===== src/hdl/cat_pkg.sv =====
// Shared types, constants and arithmetic helpers of the spline evaluator.
`timescale 1ns / 1ps
`default_nettype none
package cat_pkg;

    localparam int CAT_MAX_POINTS = 64;    // point table depth
    localparam int CAT_HW = 40;            // working width of Horner values
    localparam int CAT_PW = CAT_HW + 17;   // width of one Horner product

    localparam logic REQ_LOAD = 1'b0;
    localparam logic REQ_EVAL = 1'b1;

    // One evaluation: local t and the four neighbors of each axis.
    typedef struct packed {
        logic [15:0]      u;
        logic [3:0][31:0] px;
        logic [3:0][31:0] py;
        logic [3:0][31:0] pz;
    } cat_job_t;

    // Multiply by local t and round half up back to Q16.16.
    function automatic logic signed [CAT_HW-1:0] cat_rnd(
        input logic signed [CAT_HW-1:0] h,
        input logic [15:0]              u
    );
        logic signed [CAT_PW-1:0] p;
        p = CAT_PW'(h) * CAT_PW'($signed({1'b0, u}));
        p = p + CAT_PW'(32'sd32768);
        return CAT_HW'(p >>> 16);
    endfunction

    // Halve with rounding and clamp to signed 32 bits.
    function automatic logic signed [31:0] cat_fin(input logic signed [CAT_HW-1:0] v);
        logic signed [CAT_HW-1:0] s;
        s = (v + CAT_HW'(32'sd1)) >>> 1;
        if (s > CAT_HW'(32'sh7fffffff))
        begin
            return 32'sh7fffffff;
        end
        else if (s < CAT_HW'(32'sh80000000))
        begin
            return 32'sh80000000;
        end
        return 32'(s);
    endfunction

endpackage
`default_nettype wire


===== src/hdl/cat_queue.sv =====
// Two-entry queue between the front end and the evaluation pipeline.
`timescale 1ns / 1ps
`default_nettype none
module cat_queue (
    input  wire logic         clk,
    input  wire logic         rst_n,
    input  wire logic         push_valid,
    output logic              push_ready,
    input  cat_pkg::cat_job_t push_job,
    output logic              pop_valid,
    input  wire logic         pop_ready,
    output cat_pkg::cat_job_t pop_job
);
    import cat_pkg::*;

    cat_job_t    mem_reg [2];
    logic        wr_ptr_reg, wr_ptr_next;
    logic        rd_ptr_reg, rd_ptr_next;
    logic [1:0]  count_reg, count_next;
    logic        do_push, do_pop;

    assign push_ready = (count_reg != 2'd2);
    assign pop_valid  = (count_reg != 2'd0);
    assign do_push    = push_valid && push_ready;
    assign do_pop     = pop_valid && pop_ready;
    assign pop_job    = mem_reg[rd_ptr_reg];

    // Advance pointers and occupancy
    always_comb
    begin
        wr_ptr_next = do_push ? !wr_ptr_reg : wr_ptr_reg;
        rd_ptr_next = do_pop ? !rd_ptr_reg : rd_ptr_reg;
        count_next  = count_reg + 2'(do_push) - 2'(do_pop);
    end

    always_ff @(posedge clk or negedge rst_n)
    begin
        if (!rst_n)
        begin
            wr_ptr_reg <= 1'b0;
            rd_ptr_reg <= 1'b0;
            count_reg  <= 2'd0;
        end
        else
        begin
            wr_ptr_reg <= wr_ptr_next;
            rd_ptr_reg <= rd_ptr_next;
            count_reg  <= count_next;
        end
    end

    always_ff @(posedge clk)
    begin
        if (do_push)
        begin
            mem_reg[wr_ptr_reg] <= push_job;
        end
    end
endmodule
`default_nettype wire


===== config.mk =====
export PLATFORM = sky130hd
export DESIGN_NAME = cat_queue
export DESIGN_NICKNAME = d
export VERILOG_FILES = /design/src/hdl/cat_pkg.sv /design/src/hdl/cat_queue.sv
export SDC_FILE = /design/constraint.sdc
export NUM_CORES = 1
export LEC_CHECK = 0
export BUFFER_PORTS_ARGS = -buffer_cell sky130_fd_sc_hd__buf_4
export CORE_AREA = 2 2 318 320
export DETAILED_ROUTE_END_ITERATION = 7
export DIE_AREA = 0 0 320 322
export GPL_TIMING_DRIVEN = 0
export HOLD_SLACK_MARGIN = 0.02
export MAX_ROUTING_LAYER = met4
export PLACE_DENSITY = 0.59
export SLEW_MARGIN = 10
export SYNTH_ARGS = -nofsm -noshare
export SYNTH_HDL_FRONTEND = slang
export SYNTH_SLANG_ARGS = --single-unit

===== constraint.sdc =====
create_clock -name clk -period 45.1 [get_ports clk]
set_input_delay 9.02 -clock clk [delete_from_list [all_inputs] [get_ports clk]]
set_output_delay 9.02 -clock clk [all_outputs]
set_load 0.1 [all_outputs]

==> impl_metrics.json <==
{
  "drv_slew": 0,
  "cts_made_buffers": 88,
  "final-hold-violation-count": 0,
  "rows": 116,
  "synth_cell_type_count": 20,
  "clock_latency_ps": 650,
  "synth.avg_cell_area_sq_um": 23.3,
  "dieArea_sq_um": 103000,
  "finalCriticalPeriod_ps": 11420,
  "h-tree-depth": 3,
  "wl_um": 76000,
  "status": "finished clean",
  "maxSlewHeadroom": 0.413,
  "wire_per_inst_um": 21.4,
  "vias": 15400,
  "antenna_found_initial": 8,
  "globalRouteMet1Util": 0.146,
  "path_class": "reg2out",
  "finalWeightedCongestion": 0.819,
  "tightest_slew_ps": 881,
  "final_antenna_net_count": 0,
  "yosys.area.top_type": "edfxtp_1",
  "layout_commonest_cell": "buf_4",
  "setup_viol": 0,
  "fin_tns_setup_ps": 0,
  "die_h_um": 322,
  "dr.pass1.iters": 4,
  "synth_area_sq_um": 29500,
  "critPathRequiredTime_ps": 36080,
  "synth_top_area_share": 0.815,
  "grt_use_met2": 0.258,
  "portBuffers": 805,
  "cts_resized": 0,
  "core_area_sq_um": 99600,
  "yosys_register_bits": 804,
  "hold_class": "reg2reg",
  "drive_gt1_frac": 0.615,
  "arrival_ps": 2400,
  "whs_ps": 550,
  "synth_fp_nets": 1672,
  "cts_setup_buffers": 0,
  "initial_core_util": 0.296,
  "fp.dieW_um": 320,
  "cts_max_path_buffers": 3,
  "grt_usage": 0.144,
  "place_ws_ps": 33450,
  "rsz0062_at_grt": "no",
  "regArea_sq_um": 24100,
  "largest_register_ffs": 800,
  "setup_ws_ps": 33680,
  "layout.cells.most_common_list": "buf_4 (805), edfxtp_1 (800), mux2_2 (324), clkbuf_16 (89), mux2_4 (60)",
  "drv_cap": 0,
  "fin_nets": 2590,
  "cts_hold_buf": 0,
  "overflow": 0,
  "synth_area_leaders": "edfxtp_1 (82%), mux2_2 (12%), mux2_4 (3.1%)",
  "ys_warn_count": 0,
  "grt_busiest_layer": "met2",
  "grt_pass1_vias": 16700,
  "cp-start-kind": "register",
  "grt_max_degree": 59,
  "finalClockSkew_ps": 32.0,
  "finalCritPeriodShare": 0.253,
  "boundaryPins": 806,
  "syn_inst": 1267,
  "yosysSeqAreaShare": 0.819,
  "clk_pin_slew_ps": 60,
  "max_freq_ghz": 0.0876,
  "areaGrowthSynthToFinish_pct": 37.2,
  "vias_per_cell": 4.34,
  "cts_tree": "done",
  "path_max_fanout": 10,
  "grt_pass1_wl_um": 106000,
  "fillerInstances": 8958,
  "cp-end-kind": "primary output",
  "post-dp-hpwl_um": 56400,
  "multi_input_area_sq_um": 4860,
  "first_iter_violations": 752,
  "ctsRootBufferMaster": "clkbuf_16",
  "cts.sinks": 804,
  "drc": 0,
  "use_met3": 0.0420
}
[layer usage]
layer	routed length, um	up-vias
li1	-	6937
met1	27200	7848
met2	41300	529
met3	5400	126
met4	2170	0
met5	0	-
[stage by stage]
stage	cells	utilization	cell area (sq um)
3_3_place_gp	3370	0.373	37100
4_1_cts	3549	0.406	40400
5_1_grt	3557	0.406	40400
6_report	3557	0.406	40400
2_1_floorplan	1267	-	29500
3_5_place_dp	3393	0.379	37700
[cell type report]
cell class,instances,share of cell area
tap,1298,0.0402
sequential,804,0.597
antenna,8,0.000495
timing repair buffer,828,0.163
clock inverter,55,0.0108
clock buffer,101,0.0562
multi-input combinational,418,0.120
buffer,45,0.0122
[cells by family after synthesis]
group                    after synthesis  synth area share
adder cells (fa/ha/maj)                1          0.000425
AO/OA/AOI/OAI                          3          0.000807
flip-flops                           804             0.819
AND/OR/NAND/NOR                       11           0.00200
multiplexers                         400             0.160
buffers and inverters                 45            0.0168
XOR/XNOR                               3          0.000892
[synthesized netlist by cell type]
master    count
nor4bb_1      1
buf_2         2
nand2_1       2
mux2_1       16
a311oi_1      1
nand3_1       1
ha_1          1
o21ba_2       1
and3_1        1
dfrtp_1       4
mux2_2      324
edfxtp_1    800
or2_2         1
buf_6        43
mux2_4       60
nand2b_1      1
nor2_1        3
o21ai_0       1
xnor2_1       3
nor2b_1       1
[final timing paths]
kind | from | to | slack, ps | cells after the start
max | rd_ptr_reg | pop_job[113] | 33680 | 5
min | wr_ptr_reg | wr_ptr_reg | 550 | 1
max reg2reg | count_reg[0] | mem_reg[0][191] | 41960 | 9
min reg2reg | wr_ptr_reg | wr_ptr_reg | 550 | 1
max in group asynchronous | rst_n | wr_ptr_reg | 36830 | 1
min in group asynchronous | rst_n | count_reg[1] | 8160 | 1
[critical path, cell delays in order (launching register included)]
cell	delay (ps)
dfrtp_1	320
buf_2	250
buf_6	250
buf_6	210
mux2_2	430
buf_4	260
Power is not shown: default switching activity piles up to over one toggle a cycle in this logic, so the estimate is an artifact.
